==> src/design/dtmf_pkg.sv <==
// dtmf_pkg: shared types, register codes, frequency tables and the Q15 sine table
// for the dtmf digit tone generator; no dependencies
`default_nettype none

package dtmf_pkg;

	// item and result payloads
	typedef struct packed {
		logic       action;
		logic [3:0] digit_code;
		logic [3:0] length_multiplier;
	} item_t;

	typedef struct packed {
		logic signed [15:0] sample;
		logic               tone_on;
		logic               idle;
		logic               digit_accepted;
		logic               clipped;
	} result_t;

	// configuration channel
	localparam int CFG_IDX_W  = 8;
	localparam int CFG_DATA_W = 16;

	localparam logic [CFG_IDX_W-1:0] REG_ROW_LEVEL = 8'd0;
	localparam logic [CFG_IDX_W-1:0] REG_COL_LEVEL = 8'd1;
	localparam logic [CFG_IDX_W-1:0] REG_DIGIT_MS  = 8'd2;
	localparam logic [CFG_IDX_W-1:0] REG_PAUSE_MS  = 8'd3;

	localparam logic ACT_TICK  = 1'b0;
	localparam logic ACT_DIGIT = 1'b1;

	// duration bookkeeping: the count is kept as (ticks + 1) * 1000 against ms * rate
	localparam int                 CNT_W    = 27;
	localparam logic [CNT_W-1:0]   CNT_STEP = 27'd1000;
	localparam logic [CNT_W-1:0]   CNT_CAP  = 27'd131071999;
	localparam logic [9:0]         MS_MAX   = 10'd1000;

	// digit to tone pair
	localparam int DIGIT_CODES = 16;
	typedef logic [10:0] freq_tab_t [DIGIT_CODES];

	localparam freq_tab_t ROW_FREQ = '{
		11'd941, 11'd697, 11'd697, 11'd697, 11'd770, 11'd770, 11'd770, 11'd852,
		11'd852, 11'd852, 11'd941, 11'd941, 11'd697, 11'd770, 11'd852, 11'd941
	};
	localparam freq_tab_t COL_FREQ = '{
		11'd1336, 11'd1209, 11'd1336, 11'd1477, 11'd1209, 11'd1336, 11'd1477, 11'd1209,
		11'd1336, 11'd1477, 11'd1209, 11'd1477, 11'd1633, 11'd1633, 11'd1633, 11'd1633
	};

	// sine table geometry
	localparam int SINE_ENTRIES = 256;
	localparam int SINE_IDX_W   = $clog2(SINE_ENTRIES);
	localparam int SINE_QUARTER = SINE_ENTRIES / 4;

	localparam logic [63:0] Q30_ONE     = 64'd1073741824;
	localparam logic [63:0] HALF_PI_Q30 = 64'd1686629713;

	typedef logic signed [15:0] sine_tab_t [SINE_ENTRIES];

	// sin(pi/2 * r / quarter) in Q15 by a taylor series in Q30
	function automatic logic [15:0] quarter_sine(input logic [63:0] r);
		logic [63:0] x;
		logic [63:0] x2;
		logic [63:0] t;
		logic [63:0] s;
		logic [63:0] v;
		x  = (HALF_PI_Q30 * r) / SINE_QUARTER;
		x2 = (x * x) >> 30;
		t  = Q30_ONE - x2 / 110;
		t  = Q30_ONE - ((x2 * t) >> 30) / 72;
		t  = Q30_ONE - ((x2 * t) >> 30) / 42;
		t  = Q30_ONE - ((x2 * t) >> 30) / 20;
		t  = Q30_ONE - ((x2 * t) >> 30) / 6;
		s  = (x * t) >> 30;
		v  = (s * 64'd32767 + (64'd1 << 29)) >> 30;
		return v[15:0];
	endfunction

	// full-wave table from the quarter wave
	function automatic sine_tab_t build_sine_rom();
		sine_tab_t   tab;
		int          quad;
		int          r;
		logic [15:0] v;
		for (int i = 0; i < SINE_ENTRIES; i++) begin
			quad = (i / SINE_QUARTER) % 4;
			r    = i % SINE_QUARTER;
			if (quad == 1 || quad == 3) begin
				v = quarter_sine(64'(SINE_QUARTER - r));
			end else begin
				v = quarter_sine(64'(r));
			end
			tab[i] = (quad >= 2) ? 16'(-v) : v;
		end
		return tab;
	endfunction

	localparam sine_tab_t SINE_ROM = build_sine_rom();

endpackage

`default_nettype wire

==> src/design/dtmf_if.sv <==
// dtmf_if: valid/ready channels for digit/tick items, result items and register writes
// depends on dtmf_pkg
`default_nettype none

interface dtmf_item_if;
	logic                valid;
	logic                ready;
	dtmf_pkg::item_t     data;

	modport source (output valid, output data, input ready);
	modport sink   (input valid, input data, output ready);
endinterface

interface dtmf_result_if;
	logic                valid;
	logic                ready;
	dtmf_pkg::result_t   data;

	modport source (output valid, output data, input ready);
	modport sink   (input valid, input data, output ready);
endinterface

interface dtmf_cfg_if;
	logic                                valid;
	logic                                ready;
	logic [dtmf_pkg::CFG_IDX_W-1:0]      index;
	logic [dtmf_pkg::CFG_DATA_W-1:0]     wdata;

	modport source (output valid, output index, output wdata, input ready);
	modport sink   (input valid, input index, input wdata, output ready);
endinterface

`default_nettype wire

==> src/design/dtmf_mix.sv <==
// dtmf_mix: two sine table lookups, level scaling, sum, scale by 2^-15 and saturation
// depends on dtmf_pkg
`default_nettype none

module dtmf_mix (
	input  wire logic [dtmf_pkg::SINE_IDX_W-1:0] row_idx,
	input  wire logic [dtmf_pkg::SINE_IDX_W-1:0] col_idx,
	input  wire logic [14:0]                     row_level,
	input  wire logic [14:0]                     col_level,
	output logic signed [15:0]                   sample,
	output logic                                 clipped
);
	import dtmf_pkg::*;

	logic signed [15:0] row_sine;
	logic signed [15:0] col_sine;
	logic signed [31:0] row_prod;
	logic signed [31:0] col_prod;
	logic signed [32:0] sum;
	logic signed [32:0] biased;
	logic signed [17:0] quot;

	// table lookups
	assign row_sine = SINE_ROM[row_idx];
	assign col_sine = SINE_ROM[col_idx];

	// level scaling, levels are unsigned
	assign row_prod = $signed({1'b0, row_level}) * row_sine;
	assign col_prod = $signed({1'b0, col_level}) * col_sine;

	// divide by 32768 toward zero
	assign sum    = 33'(row_prod) + 33'(col_prod);
	assign biased = sum + (sum[32] ? 33'sd32767 : 33'sd0);
	assign quot   = 18'(biased >>> 15);

	// saturate to 16 bits
	always_comb begin
		clipped = 1'b0;
		sample  = quot[15:0];
		if (quot > 18'sd32767) begin
			clipped = 1'b1;
			sample  = 16'sh7fff;
		end else if (quot < -18'sd32768) begin
			clipped = 1'b1;
			sample  = 16'sh8000;
		end
	end

endmodule

`default_nettype wire

==> src/design/dtmf_digit_tone_generator.sv <==
// dtmf_digit_tone_generator: digit sequencing, phase accumulators, ramp-out and registers
// depends on dtmf_pkg, dtmf_if and dtmf_mix
// an item passes the input register, then the result register, where its result waits to
// be taken; throughput one item per cycle while results are taken, set by the combinational
// state update of the phase accumulators and duration count. the result register frees when
// taken, so a new item enters while a result waits. reset empties both registers, resets the
// tone state and loads the register defaults (levels 8000, 100 ms tone, 100 ms pause).
`default_nettype none

module dtmf_digit_tone_generator #(
	parameter int SAMPLE_RATE    = 8000,
	parameter int PHASE_BITS     = 16,
	parameter int MAX_MULTIPLIER = 15
) (
	input  wire logic           clk,
	input  wire logic           arst_n,
	dtmf_item_if.sink           items,
	dtmf_result_if.source       results,
	dtmf_cfg_if.sink            cfg
);
	import dtmf_pkg::*;

	// ms * rate widths
	localparam int DSR_W = $clog2(1000 * SAMPLE_RATE + 1);
	localparam int PW    = DSR_W + 4;
	localparam int LW    = (PW > CNT_W) ? PW : CNT_W;

	typedef logic [PHASE_BITS-1:0] step_tab_t [DIGIT_CODES];

	// phase increments, round(freq * 2^PHASE_BITS / rate)
	function automatic step_tab_t build_steps(input logic use_col);
		step_tab_t   tab;
		logic [63:0] f;
		logic [63:0] t;
		for (int i = 0; i < DIGIT_CODES; i++) begin
			f      = use_col ? 64'(COL_FREQ[i]) : 64'(ROW_FREQ[i]);
			t      = ((f << PHASE_BITS) + 64'(SAMPLE_RATE / 2)) / 64'(SAMPLE_RATE);
			tab[i] = t[PHASE_BITS-1:0];
		end
		return tab;
	endfunction

	localparam step_tab_t ROW_STEP = build_steps(1'b0);
	localparam step_tab_t COL_STEP = build_steps(1'b1);

	// handshake and pipeline registers
	logic    s1_valid_q;
	item_t   item_s1;
	logic    out_valid_q;
	result_t result_q;
	logic    advance;
	logic    fire;
	logic    in_ready;

	// configuration registers
	logic [14:0]      row_level_q;
	logic [14:0]      col_level_q;
	logic [DSR_W-1:0] digit_sr_q;
	logic [DSR_W-1:0] pause_sr_q;
	logic [9:0]       cfg_digit_ms;
	logic [9:0]       cfg_pause_ms;

	// tone state
	logic [PHASE_BITS-1:0] row_phase_q;
	logic [PHASE_BITS-1:0] col_phase_q;
	logic [PHASE_BITS-1:0] row_step_q;
	logic [PHASE_BITS-1:0] col_step_q;
	logic                  sounding_q;
	logic [CNT_W-1:0]      limit_q;
	logic [CNT_W-1:0]      acc_q;
	logic signed [15:0]    ramp_q;

	// next state
	logic [PHASE_BITS-1:0] row_phase_n;
	logic [PHASE_BITS-1:0] col_phase_n;
	logic [PHASE_BITS-1:0] row_step_n;
	logic [PHASE_BITS-1:0] col_step_n;
	logic                  sounding_n;
	logic [CNT_W-1:0]      limit_n;
	logic [CNT_W-1:0]      acc_n;
	logic signed [15:0]    ramp_n;
	result_t               result_n;

	logic                  busy;
	logic                  idle_now;
	logic [3:0]            mult;
	logic [PW-1:0]         tone_prod;
	logic [CNT_W-1:0]      tone_limit;
	logic [CNT_W-1:0]      pause_limit;
	logic signed [15:0]    mix_sample;
	logic                  mix_clipped;
	logic signed [15:0]    ramp_adj;
	logic signed [15:0]    ramp_half;

	// item flow: input register, then result register
	assign advance       = !out_valid_q || results.ready;
	assign fire          = s1_valid_q && advance;
	assign in_ready      = !s1_valid_q || advance;
	assign items.ready   = in_ready;
	assign results.valid = out_valid_q;
	assign results.data  = result_q;
	assign cfg.ready     = 1'b1;

	always_ff @(posedge clk or negedge arst_n) begin
		if (!arst_n) begin
			s1_valid_q <= 1'b0;
		end else if (in_ready) begin
			s1_valid_q <= items.valid;
		end
	end

	always_ff @(posedge clk) begin
		if (items.valid && in_ready) begin
			item_s1 <= items.data;
		end
	end

	always_ff @(posedge clk or negedge arst_n) begin
		if (!arst_n) begin
			out_valid_q <= 1'b0;
		end else if (fire) begin
			out_valid_q <= 1'b1;
		end else if (results.ready) begin
			out_valid_q <= 1'b0;
		end
	end

	always_ff @(posedge clk) begin
		if (fire) begin
			result_q <= result_n;
		end
	end

	// register writes, durations stored as ms * rate
	always_comb begin
		cfg_digit_ms = cfg.wdata[9:0];
		if (cfg_digit_ms == 10'd0) begin
			cfg_digit_ms = 10'd1;
		end else if (cfg_digit_ms > MS_MAX) begin
			cfg_digit_ms = MS_MAX;
		end
		cfg_pause_ms = (cfg.wdata[9:0] > MS_MAX) ? MS_MAX : cfg.wdata[9:0];
	end

	always_ff @(posedge clk or negedge arst_n) begin
		if (!arst_n) begin
			row_level_q <= 15'd8000;
			col_level_q <= 15'd8000;
			digit_sr_q  <= DSR_W'(100 * SAMPLE_RATE);
			pause_sr_q  <= DSR_W'(100 * SAMPLE_RATE);
		end else if (cfg.valid) begin
			case (cfg.index)
				REG_ROW_LEVEL: row_level_q <= cfg.wdata[14:0];
				REG_COL_LEVEL: col_level_q <= cfg.wdata[14:0];
				REG_DIGIT_MS: begin
					digit_sr_q <= DSR_W'(DSR_W'(cfg_digit_ms) * DSR_W'(SAMPLE_RATE));
				end
				REG_PAUSE_MS: begin
					pause_sr_q <= DSR_W'(DSR_W'(cfg_pause_ms) * DSR_W'(SAMPLE_RATE));
				end
				default: ;
			endcase
		end
	end

	// sample synthesis from the current phases
	dtmf_mix u_mix (
		.row_idx   (row_phase_q[PHASE_BITS-1 -: SINE_IDX_W]),
		.col_idx   (col_phase_q[PHASE_BITS-1 -: SINE_IDX_W]),
		.row_level (row_level_q),
		.col_level (col_level_q),
		.sample    (mix_sample),
		.clipped   (mix_clipped)
	);

	// samples left is nonzero while the running count has not passed the limit
	assign busy     = acc_q <= limit_q;
	assign idle_now = !sounding_q && !busy;

	// tone length: multiplier clamp, ms * rate * mult capped at the count limit
	always_comb begin
		mult = item_s1.length_multiplier;
		if (mult == 4'd0) begin
			mult = 4'd1;
		end
		if (32'(mult) > MAX_MULTIPLIER) begin
			mult = 4'(MAX_MULTIPLIER);
		end
	end

	assign tone_prod   = PW'(digit_sr_q) * PW'(mult);
	assign tone_limit  = (LW'(tone_prod) > LW'(CNT_CAP)) ? CNT_CAP : CNT_W'(tone_prod);
	assign pause_limit = CNT_W'(pause_sr_q);

	// ramp-out halves toward zero
	assign ramp_adj  = ramp_q + $signed({15'd0, ramp_q[15]});
	assign ramp_half = ramp_adj >>> 1;

	// per-item state update
	always_comb begin
		row_phase_n = row_phase_q;
		col_phase_n = col_phase_q;
		row_step_n  = row_step_q;
		col_step_n  = col_step_q;
		sounding_n  = sounding_q;
		limit_n     = limit_q;
		acc_n       = acc_q;
		ramp_n      = ramp_q;
		result_n    = '0;

		if (item_s1.action == ACT_DIGIT) begin
			// start a digit only when nothing is pending
			if (idle_now) begin
				row_step_n = ROW_STEP[item_s1.digit_code];
				col_step_n = COL_STEP[item_s1.digit_code];
				sounding_n = 1'b1;
				limit_n    = tone_limit;
				acc_n      = CNT_STEP;
				if (CNT_STEP > tone_limit) begin
					sounding_n = 1'b0;
					limit_n    = pause_limit;
				end
				result_n.digit_accepted = 1'b1;
			end
			result_n.tone_on = sounding_n;
		end else if (sounding_q) begin
			// tone tick
			result_n.sample  = mix_sample;
			result_n.clipped = mix_clipped;
			result_n.tone_on = 1'b1;
			ramp_n           = mix_sample;
			row_phase_n      = row_phase_q + row_step_q;
			col_phase_n      = col_phase_q + col_step_q;
			if (busy) begin
				acc_n = acc_q + CNT_STEP;
			end
			if (acc_n > limit_q) begin
				sounding_n = 1'b0;
				limit_n    = pause_limit;
				acc_n      = CNT_STEP;
			end
		end else begin
			// pause or idle tick: ramp-out, phases return to zero once it is done
			if (busy) begin
				acc_n = acc_q + CNT_STEP;
			end
			ramp_n          = ramp_half;
			result_n.sample = ramp_half;
			if (ramp_half == 16'sd0) begin
				row_phase_n = '0;
				col_phase_n = '0;
			end
		end

		result_n.idle = !sounding_n && (acc_n > limit_n);
	end

	always_ff @(posedge clk or negedge arst_n) begin
		if (!arst_n) begin
			row_phase_q <= '0;
			col_phase_q <= '0;
			row_step_q  <= '0;
			col_step_q  <= '0;
			sounding_q  <= 1'b0;
			limit_q     <= '0;
			acc_q       <= CNT_STEP;
			ramp_q      <= '0;
		end else if (fire) begin
			row_phase_q <= row_phase_n;
			col_phase_q <= col_phase_n;
			row_step_q  <= row_step_n;
			col_step_q  <= col_step_n;
			sounding_q  <= sounding_n;
			limit_q     <= limit_n;
			acc_q       <= acc_n;
			ramp_q      <= ramp_n;
		end
	end

	// the running count never gets more than one step past its limit
	assert property (@(posedge clk) disable iff (!arst_n)
		LW'(acc_q) <= LW'(limit_q) + LW'(CNT_STEP))
		else $error("duration count ran past its limit");

	// an accepted digit yields a silent result with the tone on
	assert property (@(posedge clk) disable iff (!arst_n)
		out_valid_q && result_q.digit_accepted |->
			result_q.sample == 16'sd0 && result_q.tone_on && !result_q.idle)
		else $error("accepted digit result malformed");

	// a clipped sample sits at full scale
	assert property (@(posedge clk) disable iff (!arst_n)
		out_valid_q && result_q.clipped |->
			result_q.sample == 16'sh7fff || result_q.sample == 16'sh8000)
		else $error("clipped sample not at full scale");

	// a stalled input register keeps its item
	assert property (@(posedge clk) disable iff (!arst_n)
		s1_valid_q && !advance |=> s1_valid_q && $stable(item_s1))
		else $error("input register lost a stalled item");

	// a finished ramp-out leaves both phases at zero
	assert property (@(posedge clk) disable iff (!arst_n)
		fire && item_s1.action == ACT_TICK && !sounding_q && ramp_q == 16'sd0 |=>
			row_phase_q == '0 && col_phase_q == '0)
		else $error("phases not cleared after ramp-out");

endmodule

`default_nettype wire
==> src/flat_wrapper.sv <==
// flat-port wrapper written by rule: the top's interface ports become plain ports
module dtmf_digit_tone_generator_flat import dtmf_pkg::*;
#(
	parameter int SAMPLE_RATE    = 8000,
	parameter int PHASE_BITS     = 16,
	parameter int MAX_MULTIPLIER = 15
)
  (clk, arst_n, items_valid, items_data, items_ready, results_valid, results_data, results_ready, cfg_valid, cfg_index, cfg_wdata, cfg_ready);
  dtmf_item_if items_i ();
  dtmf_result_if results_i ();
  dtmf_cfg_if cfg_i ();
  input  wire logic clk;
  input  wire logic arst_n;
  input wire logic [$bits(items_i.valid)-1:0] items_valid;
  input wire logic [$bits(items_i.data)-1:0] items_data;
  output wire logic [$bits(items_i.ready)-1:0] items_ready;
  output wire logic [$bits(results_i.valid)-1:0] results_valid;
  output wire logic [$bits(results_i.data)-1:0] results_data;
  input wire logic [$bits(results_i.ready)-1:0] results_ready;
  input wire logic [$bits(cfg_i.valid)-1:0] cfg_valid;
  input wire logic [$bits(cfg_i.index)-1:0] cfg_index;
  input wire logic [$bits(cfg_i.wdata)-1:0] cfg_wdata;
  output wire logic [$bits(cfg_i.ready)-1:0] cfg_ready;
  assign items_i.valid = items_valid;
  assign items_i.data = items_data;
  assign items_ready = items_i.ready;
  assign results_valid = results_i.valid;
  assign results_data = results_i.data;
  assign results_i.ready = results_ready;
  assign cfg_i.valid = cfg_valid;
  assign cfg_i.index = cfg_index;
  assign cfg_i.wdata = cfg_wdata;
  assign cfg_ready = cfg_i.ready;
  dtmf_digit_tone_generator #(.SAMPLE_RATE(SAMPLE_RATE), .PHASE_BITS(PHASE_BITS), .MAX_MULTIPLIER(MAX_MULTIPLIER)) u_core (.clk(clk), .arst_n(arst_n), .items(items_i), .results(results_i), .cfg(cfg_i));
endmodule
==> config.mk <==
export PLATFORM = sky130hd
export DESIGN_NAME = dtmf_digit_tone_generator_flat
export DESIGN_NICKNAME = d
export VERILOG_FILES = /design/src/design/dtmf_pkg.sv /design/src/design/dtmf_if.sv /design/src/design/dtmf_mix.sv /design/src/design/dtmf_digit_tone_generator.sv /design/src/flat_wrapper.sv
export SDC_FILE = /design/constraint.sdc
export NUM_CORES = 2
export LEC_CHECK = 0
export BUFFER_PORTS_ARGS = -buffer_cell sky130_fd_sc_hd__buf_2
export CORE_UTILIZATION = 50
export CTS_BUF_LIST = sky130_fd_sc_hd__clkbuf_4 sky130_fd_sc_hd__clkbuf_8
export DETAILED_ROUTE_END_ITERATION = 6
export PLACE_DENSITY_LB_ADDON = 0.3
export RECOVER_POWER = 100
export SLEW_MARGIN = 20
export SYNTH_ARGS = -nofsm -noshare
export SYNTH_HDL_FRONTEND = slang
export SYNTH_SLANG_ARGS = --single-unit
export TNS_END_PERCENT = 100
==> constraint.sdc <==
create_clock -name clk -period 11.63 [get_ports clk]
set_input_delay 0 -clock clk [delete_from_list [all_inputs] [get_ports clk]]
set_output_delay 0 -clock clk [all_outputs]
set_load 0.01 [all_outputs]
Yosys cells after proc, flatten, opt, wreduce, memory -nomap -nowiden
Memory sizes are Yosys's and may differ from the RTL's. A register that Yosys moved wholly into a read port is not among the register bits.
Cells that the tools add are included.
- reductions and logical operators: 27
- multipliers: 5
- magnitude comparators: 10
- add/subtract/negate cells: 6
- equality and inequality tests: 3
- bitwise logic cells: 5
- muxes and demuxes: 39
- operator list (cell ; count):
    $mux 27 ; 13
    $mux 16 ; 10
    $mul 16x16->32 ; 2
    $gt 27x27->1 ; 2
    $mul 10x7->17 const B ; 2
    $add 32x32->33 ; 1
    $add 33x16->33 ; 1
    $add 16x16->16 ; 2
    $add 27x10->27 const B ; 1
    $gt 10x27->1 const A ; 1
    $gt 27x27->1 const B ; 1
    $le 27x27->1 ; 1
    $mul 17x4->21 ; 1
    $mux 10 ; 2
    $ge 9x9->1 const B ; 2
    $gt 18x16->1 const B ; 1
    $lt 18x16->1 const B ; 1
    $not 8->9 ; 2
    $add 16x2->16 ; 1
    $eq 8x2->1 const B ; 2
    $logic_not 16->1 ; 1
    $mux 15 ; 1
    $mux 1 ; 12
    $gt 10x10->1 const B ; 1
    other kinds (14) ; 31
- output and inout bits: 23
- bits in read-only memories: 8704
- register bits after elaboration: 198
- memories kept: 4
- word-level logic and storage cells: 119
- input bits: 38
- memories (memory ; words ; bits a word ; read ports ; clocked after memory_dff ; wr ports ; line ; RTL):
    (no name shown) ; 256 ; 16 ; 1 ; 0 ; 0 ; dtmf_mix.sv:25 ; assign col_sine = SINE_ROM[col_idx];
    (no name shown) ; 256 ; 16 ; 1 ; 0 ; 0 ; dtmf_mix.sv:24 ; assign row_sine = SINE_ROM[row_idx];
    (no name shown) ; 16 ; 16 ; 1 ; 1 ; 0 ; dtmf_digit_tone_generator.sv:215 ; col_step_n = COL_STEP[item_s1.digit_code];
    (no name shown) ; 16 ; 16 ; 1 ; 1 ; 0 ; dtmf_digit_tone_generator.sv:214 ; row_step_n = ROW_STEP[item_s1.digit_code];

Depth between registers and ports, before layout
- depth after elaboration: 12
- mapped depth: 53
- depth with buffers taken out: 49

By module
Synthesis repeated with hierarchy kept, for this count alone.
- cell total of the unflattened synthesis: 5644
- area, all modules: 45701.3 µm²
- by module, submodules not included (module ; sequential area each (µm²) ; area each (µm²) ; times used ; cells each):
    dtmf_mix ; 0.0 ; 26459.1 ; 1 ; 3504
    dtmf_digit_tone_generator ; 5587.9 ; 19242.2 ; 1 ; 2140

Least setup slack after synthesis
OpenSTA, ideal clock, no wires.
- path kind: flip-flop to flip-flop
- start point: reg u_core.row_phase_q[9]
- end point: reg u_core.result_q (netlist bit u_core.results.data[15]), data pin
- stages on the path, launching flop included: 50
- period minus slack after synthesis: 12.395 ns
- setup slack: -0.765 ns
- arrival: 12.124 ns
- cell sequence: dfrtp_1 clkbuf_1 clkinv_1 ha_1 clkbuf_1 nand2_1 a21oi_1 a2111oi_0 a21oi_1 a221oi_1 a31oi_1 nor2_1 a31oi_1 clkbuf_1 nand2_1 fa_1 inv_1 fa_1 (+14 left out) nand2_1 a211oi_1 or2_2 inv_1 ha_1 nand3_1 nor2_1 o22ai_1 or3b_2 nor4bb_1 o2111a_1 o21ai_2 or4_1 mux2i_1 o21ai_4 buf_12 a21oi_4 nor3_1
- word-level cells in the longest chain between the ends: 12
- ends and longest elaborated chain (element ; line ; RTL):
    start: declaration ; dtmf_digit_tone_generator.sv:64 ; logic [PHASE_BITS-1:0] row_phase_q;
    start signal: assignment ; dtmf_digit_tone_generator.sv:269 ; row_phase_q <= row_phase_n;
    $not 8->9 (implied by the code) * ; dtmf_mix.sv:24 ;
    $mem_v2 256x16 * ; - ;
    $mux 16 (implied by the code) * (2 in series) ; dtmf_mix.sv:24 ;
    $mul 16x16->32 * ; dtmf_mix.sv:28 ; assign row_prod = $signed({1'b0, row_level}) * row_sine;
    $add 32x32->33 * ; dtmf_mix.sv:32 ; assign sum = 33'(row_prod) + 33'(col_prod);
    $mux 15 ; dtmf_mix.sv:33 ; assign biased = sum + (sum[32] ? 33'sd32767 : 33'sd0);
    $add 33x16->33 * ; dtmf_mix.sv:33 ;
    $lt 18x16->1 ; dtmf_mix.sv:43 ; end else if (quot < -18'sd32768) begin
    $mux 16 ; dtmf_mix.sv:43 ;
    $mux 16 * ; dtmf_mix.sv:40 ; if (quot > 18'sd32767) begin
    $mux 16 * ; dtmf_digit_tone_generator.sv:226 ; end else if (sounding_q) begin
    end signal: assignment ; dtmf_digit_tone_generator.sv:130 ; result_q <= result_n;
    end: declaration ; dtmf_digit_tone_generator.sv:50 ; result_t result_q;
Every way passes the cells marked *; elsewhere a longest branch is shown, timed or not. The select of a mux whose other input is x is not followed.
A chain may end at the register's enable or synchronous reset.

Worst setup path after layout
- start point: reg u_core.col_phase_q[9]
- end point: reg u_core.result_q (netlist bit u_core.results.data[7]), data pin
- word-level cells in the longest chain between the ends: 12
- ends and longest elaborated chain (element ; line ; RTL):
    start: declaration ; dtmf_digit_tone_generator.sv:65 ; logic [PHASE_BITS-1:0] col_phase_q;
    start signal: assignment ; dtmf_digit_tone_generator.sv:270 ; col_phase_q <= col_phase_n;
    $not 8->9 (implied by the code) * ; dtmf_mix.sv:25 ;
    $mem_v2 256x16 * ; - ;
    $mux 16 (implied by the code) * (2 in series) ; dtmf_mix.sv:25 ;
    $mul 16x16->32 * ; dtmf_mix.sv:29 ; assign col_prod = $signed({1'b0, col_level}) * col_sine;
    $add 32x32->33 * ; dtmf_mix.sv:32 ;
    $mux 15 ; dtmf_mix.sv:33 ;
    $add 33x16->33 * ; dtmf_mix.sv:33 ;
    $lt 18x16->1 ; dtmf_mix.sv:43 ;
    $mux 16 ; dtmf_mix.sv:43 ;
    $mux 16 * ; dtmf_mix.sv:40 ;
    $mux 16 * ; dtmf_digit_tone_generator.sv:226 ;
Marked as above.

==> results.txt <==
----------------------------------------------------
[Floorplan]
  Effective utilization at floorplan ... 50.8%
  Die width ... 305 µm
  Number of placed I/O pins ... a little over 60
  Placeable Area ... about 91000 µm²
  Die Footprint ... about 93000 µm²
  Die Ht ... approximately 310 µm
  Site Rows ... 110

[Global route]
  Total track usage ... 37.1%
  Global-route wire length before repair ... 271000 µm
  Grt ovf ... 0
  Pin count of the biggest net entering global routing ... 66
  Number of antenna violations at the first check in global routing ... 6
  Vias in the first global route ... 46500

[Worst setup path]
  Critical Path Most Common Cell ... sky130_fd_sc_hd__fa_1
  Crit-path max cell delay ... about 0.55 ns
  Master of the slowest instance on the critical path ... sky130_fd_sc_hd__fa_1
  Arrival time reported for the critical path endpoint ... 12.44 ns
  Max FO, Critical Path ... 8
  Start-to-end type of the worst setup path ... register to register
  Data required, critical path ... 12.11 ns
  Kind of end point of the critical path ... register
  Crit path launch type ... register

[Logic synthesis]
  Post-synth ARST share ... 86.6%
  Number of enable-type register cells in the synthesized netlist ... 29
  Library cells used by synthesis ... 108
  Gate count of the mapped netlist ... around 5700
  Net count after synthesis ... 6736
  Synthesized flop and latch total ... 216
  Netlist area before placement ... 46000 µm²
  Primary FF master, synth ... sky130_fd_sc_hd__dfrtp_1
  Synth warn ... 0
  Syn avg cell area ... 8.08 µm²
  Fraction of the yosys area taken by sequential cells ... 12.1%

[Timing]
  Setup_tns ... -7.87 ns
  Share of the clock period used by the worst path after layout ... 103%
  Setup-violating endpoint count in the final report ... 31
  Final-report hold violation count ... 0
  Count of final max-slew check failures ... 272
  Worst path setup slack after routing ... -0.331 ns
  Worst setup skew after layout ... 0.0392 ns
  Max Clk Rate ... 83.6 MHz
  Slew margin rel. ... -147%
  Hold slack ... 0.0926 ns
  Time the worst path needs with I/O delays and setup ... 11.96 ns
  Measured slew at the worst slew-check pin ... 3.70 ns
  Unrepaired setup endpoints after global routing ... yes

[Worst hold path]
  Worst hold path type ... input port to register

[CTS]
  Total number of H-tree levels ... 2
  Number of buffers added by the clock tree synthesis step ... 43
  Clock tree root buffer cell ... sky130_fd_sc_hd__clkbuf_8
  Clock insertion delay at the later pin of the skew report ... 0.66 ns
  CTS tree ... yes
  # clock sinks ... 216
  Clock transition at the registers of the reported paths ... 0.06 ns
  Maximum clock insertion buffer count ... 3

[Finish]
  Final core area utilization ... between 60% and 70%
  Fillers ... 7672
  Diode insertion count for antenna repair ... 0
  Number of standard cells in the final layout excluding fillers ... 7623
  Area Growth Syn to Fin ... 25.3%
  Fraction of final layout cells with drive strength greater than 1 ... 23.4%
  Final net count ... 7451

[Drt]
  1st-pass router iterations ... 7
  Average wire length per cell after detail routing ... 22.6 µm
  Via density ... about 6.0
  DR iter-0 viols ... 4697
  ANT nets after route ... 0
  Via count of the routed design ... 46100
  DRT Wirelength ... 172000 µm
  Post-route DRC ... 15

[Place]
  Count of port buffers added during placement ... 58
  RePlAce Congestion ... 1.06
  Number of placed instances, taps included ... 7380
  Pre-CTS setup slack ... -0.942 ns
  Estimated wirelength of the detail-placed design ... 134000 µm

[Power]
  Worst vdd rail ir drop ... 0.107 mV
  Power per unit of standard cell area ... approximately 55 nW/µm²
  Leakage ... 28.1 nW

[Run]
  Reported max-cap violation count ... 6

[Status]
  Violated checks ... design-rule violations, max-capacitance violations, max-slew violations, negative setup slack
  Outcome ... complete, but fails checks

----------------------------------------------------
==> cell usage in the layout (no fill, tap or decap), types with 27 or more instances in the layout <==
master,netlist,final
sky130_fd_sc_hd__buf_4,1,806
sky130_fd_sc_hd__inv_1,715,695
sky130_fd_sc_hd__nand2_1,618,594
sky130_fd_sc_hd__fa_1,511,486
sky130_fd_sc_hd__ha_1,489,453
sky130_fd_sc_hd__nor2_1,363,335
sky130_fd_sc_hd__a21oi_1,349,319
sky130_fd_sc_hd__o21ai_0,349,302
sky130_fd_sc_hd__and2_1,298,282
sky130_fd_sc_hd__dfrtp_1,157,144
sky130_fd_sc_hd__nor3_1,131,109
sky130_fd_sc_hd__nand3_1,111,106
sky130_fd_sc_hd__xnor2_1,107,106
sky130_fd_sc_hd__a21o_1,66,66
sky130_fd_sc_hd__nor2b_1,70,63
sky130_fd_sc_hd__a31oi_1,69,61
sky130_fd_sc_hd__o211ai_1,56,56
sky130_fd_sc_hd__buf_6,2,56
sky130_fd_sc_hd__buf_12,1,54
sky130_fd_sc_hd__clkbuf_8,0,51
sky130_fd_sc_hd__nand2b_1,50,45
sky130_fd_sc_hd__o21ai_1,9,42
sky130_fd_sc_hd__xor2_1,35,35
sky130_fd_sc_hd__a211oi_1,43,35
sky130_fd_sc_hd__o21bai_1,36,34
sky130_fd_sc_hd__o31ai_1,42,34
sky130_fd_sc_hd__dlygate4sd3_1,0,34
sky130_fd_sc_hd__clkbuf_1,299,33
sky130_fd_sc_hd__o21a_1,32,32
sky130_fd_sc_hd__mux2_2,34,32
sky130_fd_sc_hd__buf_2,6,31
sky130_fd_sc_hd__a311oi_1,45,30
sky130_fd_sc_hd__ha_4,0,30
sky130_fd_sc_hd__dfstp_2,30,30
sky130_fd_sc_hd__edfxtp_1,29,29
sky130_fd_sc_hd__nand4_1,28,28
sky130_fd_sc_hd__and3_1,27,27
sky130_fd_sc_hd__a21oi_2,2,27
==> stage by stage <==
stage	power, W	area [µm²]
3_5_place_dp	0.00220	53200
4_1_cts	0.00316	57000
5_1_grt	0.00338	57700
3_3_place_gp	0.00216	53200
6_report	0.00315	57700
2_1_floorplan	0.00186	46400
==> worst paths after layout <==
path                                  startpoint                endpoint  slack, ns  cells past startpoint
setup / recovery           u_core.col_phase_q[9]  u_core.results.data[7]      -0.33                     52
hold / removal                     items_data[1]       u_core.item_s1[1]       0.09                      2
setup reg to reg           u_core.col_phase_q[9]  u_core.results.data[7]      -0.33                     52
hold reg to reg            u_core.col_phase_q[0]   u_core.col_phase_q[0]       0.48                      2
max in group asynchronous                 arst_n  u_core.row_phase_q[12]       3.73                      4
min in group asynchronous                 arst_n   u_core.col_level_q[8]       1.08                      2
==> cells in the mapped netlist (31+ instances only) <==
master,number,area (µm²)
sky130_fd_sc_hd__a21o_1,66,495
sky130_fd_sc_hd__dfrtp_1,157,3930
sky130_fd_sc_hd__o21ai_0,349,1750
sky130_fd_sc_hd__a31oi_1,69,432
sky130_fd_sc_hd__a221oi_1,31,272
sky130_fd_sc_hd__nor3_1,131,656
sky130_fd_sc_hd__nor2b_1,70,438
sky130_fd_sc_hd__o31ai_1,42,315
sky130_fd_sc_hd__ha_1,489,6120
sky130_fd_sc_hd__and2_1,298,1860
sky130_fd_sc_hd__nand2_1,618,2320
sky130_fd_sc_hd__mux2_2,34,383
sky130_fd_sc_hd__a311oi_1,45,394
sky130_fd_sc_hd__xor2_1,35,307
sky130_fd_sc_hd__o211ai_1,56,420
sky130_fd_sc_hd__nand2b_1,50,313
sky130_fd_sc_hd__o21bai_1,36,270
sky130_fd_sc_hd__xnor2_1,107,937
sky130_fd_sc_hd__buf_1,48,180
sky130_fd_sc_hd__inv_1,715,2680
sky130_fd_sc_hd__clkbuf_1,299,1120
sky130_fd_sc_hd__a21oi_1,349,1750
sky130_fd_sc_hd__a211oi_1,43,323
sky130_fd_sc_hd__fa_1,511,10200
sky130_fd_sc_hd__nor2_1,363,1360
sky130_fd_sc_hd__nand3_1,111,556
sky130_fd_sc_hd__o21a_1,32,240
==> layout make-up <==
class                      instances  area [µm²]  area share (%)
clock buffer                      64         800            1.39
clock inverter                    15         189           0.328
inverter                         718        2740            4.75
multi-input combinational       4407       38100            66.1
sequential                       216        5620            9.74
tap                             1176        1470            2.55
timing repair buffer            1027        8720            15.1
==> timing repair <==
| item | CTS | global route |
|---|---|---|
| buffers inserted | 100 | 25 |
| setup endpoints to repair | 33 | 33 |
| cloned | 9 | 1 |
| pin swaps | 171 | 99 |
| hold buffers | 35 | 0 |
| resized for setup | 361 | 132 |
| hold endpoints to repair | 118 | 0 |
==> cells by family (layout without fill, tap and decap cells) <==
logic type      Yosys count  in the layout  share of synthesized area (%)
simple gates           1825           1825                           19.1
other cells               1              1                        0.00814
compound gates         1372           1372                           19.6
fa+ha+maj              1001           1001                           35.5
flops                   216            216                           12.1
xor+xnor                144            144                           2.79
mux                      64             64                           1.92
buf+inv                1075           1824                           8.86
==> flip-flops by register name, indices dropped and copies added (netlist names), 9 cells and up <==
register             flops
u_core.acc_q            27
u_core.limit_q          27
u_core.results.data     20
u_core.digit_sr_q       17
u_core.pause_sr_q       17
u_core.col_phase_q      16
u_core.ramp_q           16
u_core.row_phase_q      16
u_core.col_level_q      15
u_core.row_level_q      15
u_core.col_step_q        9
u_core.item_s1           9
u_core.row_step_q        9
==> per-layer routing <==
| metal | global-route usage, % | up-vias | part of all wire [%] |
|---|---|---|---|
| li1 | - | 20800 | - |
| met1 | 48.8 | 22500 | 40 |
| met2 | 59.5 | 2210 | 46 |
| met3 | 6.88 | 497 | 9.0 |
| met4 | 16.2 | 2 | 5.2 |
| met5 | 0 | - | 0.011 |
==> critical path: cells and delay by family (launching register included) <==
kind / cells / cell delay [ns]
DFF: 1 / 0.47
buffers and inverters: 15 / 1.85
AOI/OAI and AO/OA: 14 / 2.55
and+or+nand+nor: 11 / 2.20
adders and majority gates: 11 / 4.56
muxes: 1 / 0.21
==> power by group <==
| part | switching (W) | internal, W | total (W) |
|---|---|---|---|
| registers | 0.000115 | 0.000831 | 0.000946 |
| clock network | 0.000401 | 0.000532 | 0.000932 |
| logic | 0.000725 | 0.000544 | 0.00127 |
| total | 0.00124 | 0.00191 | 0.00315 |
Note: power is estimated with default switching activity, not from simulation.
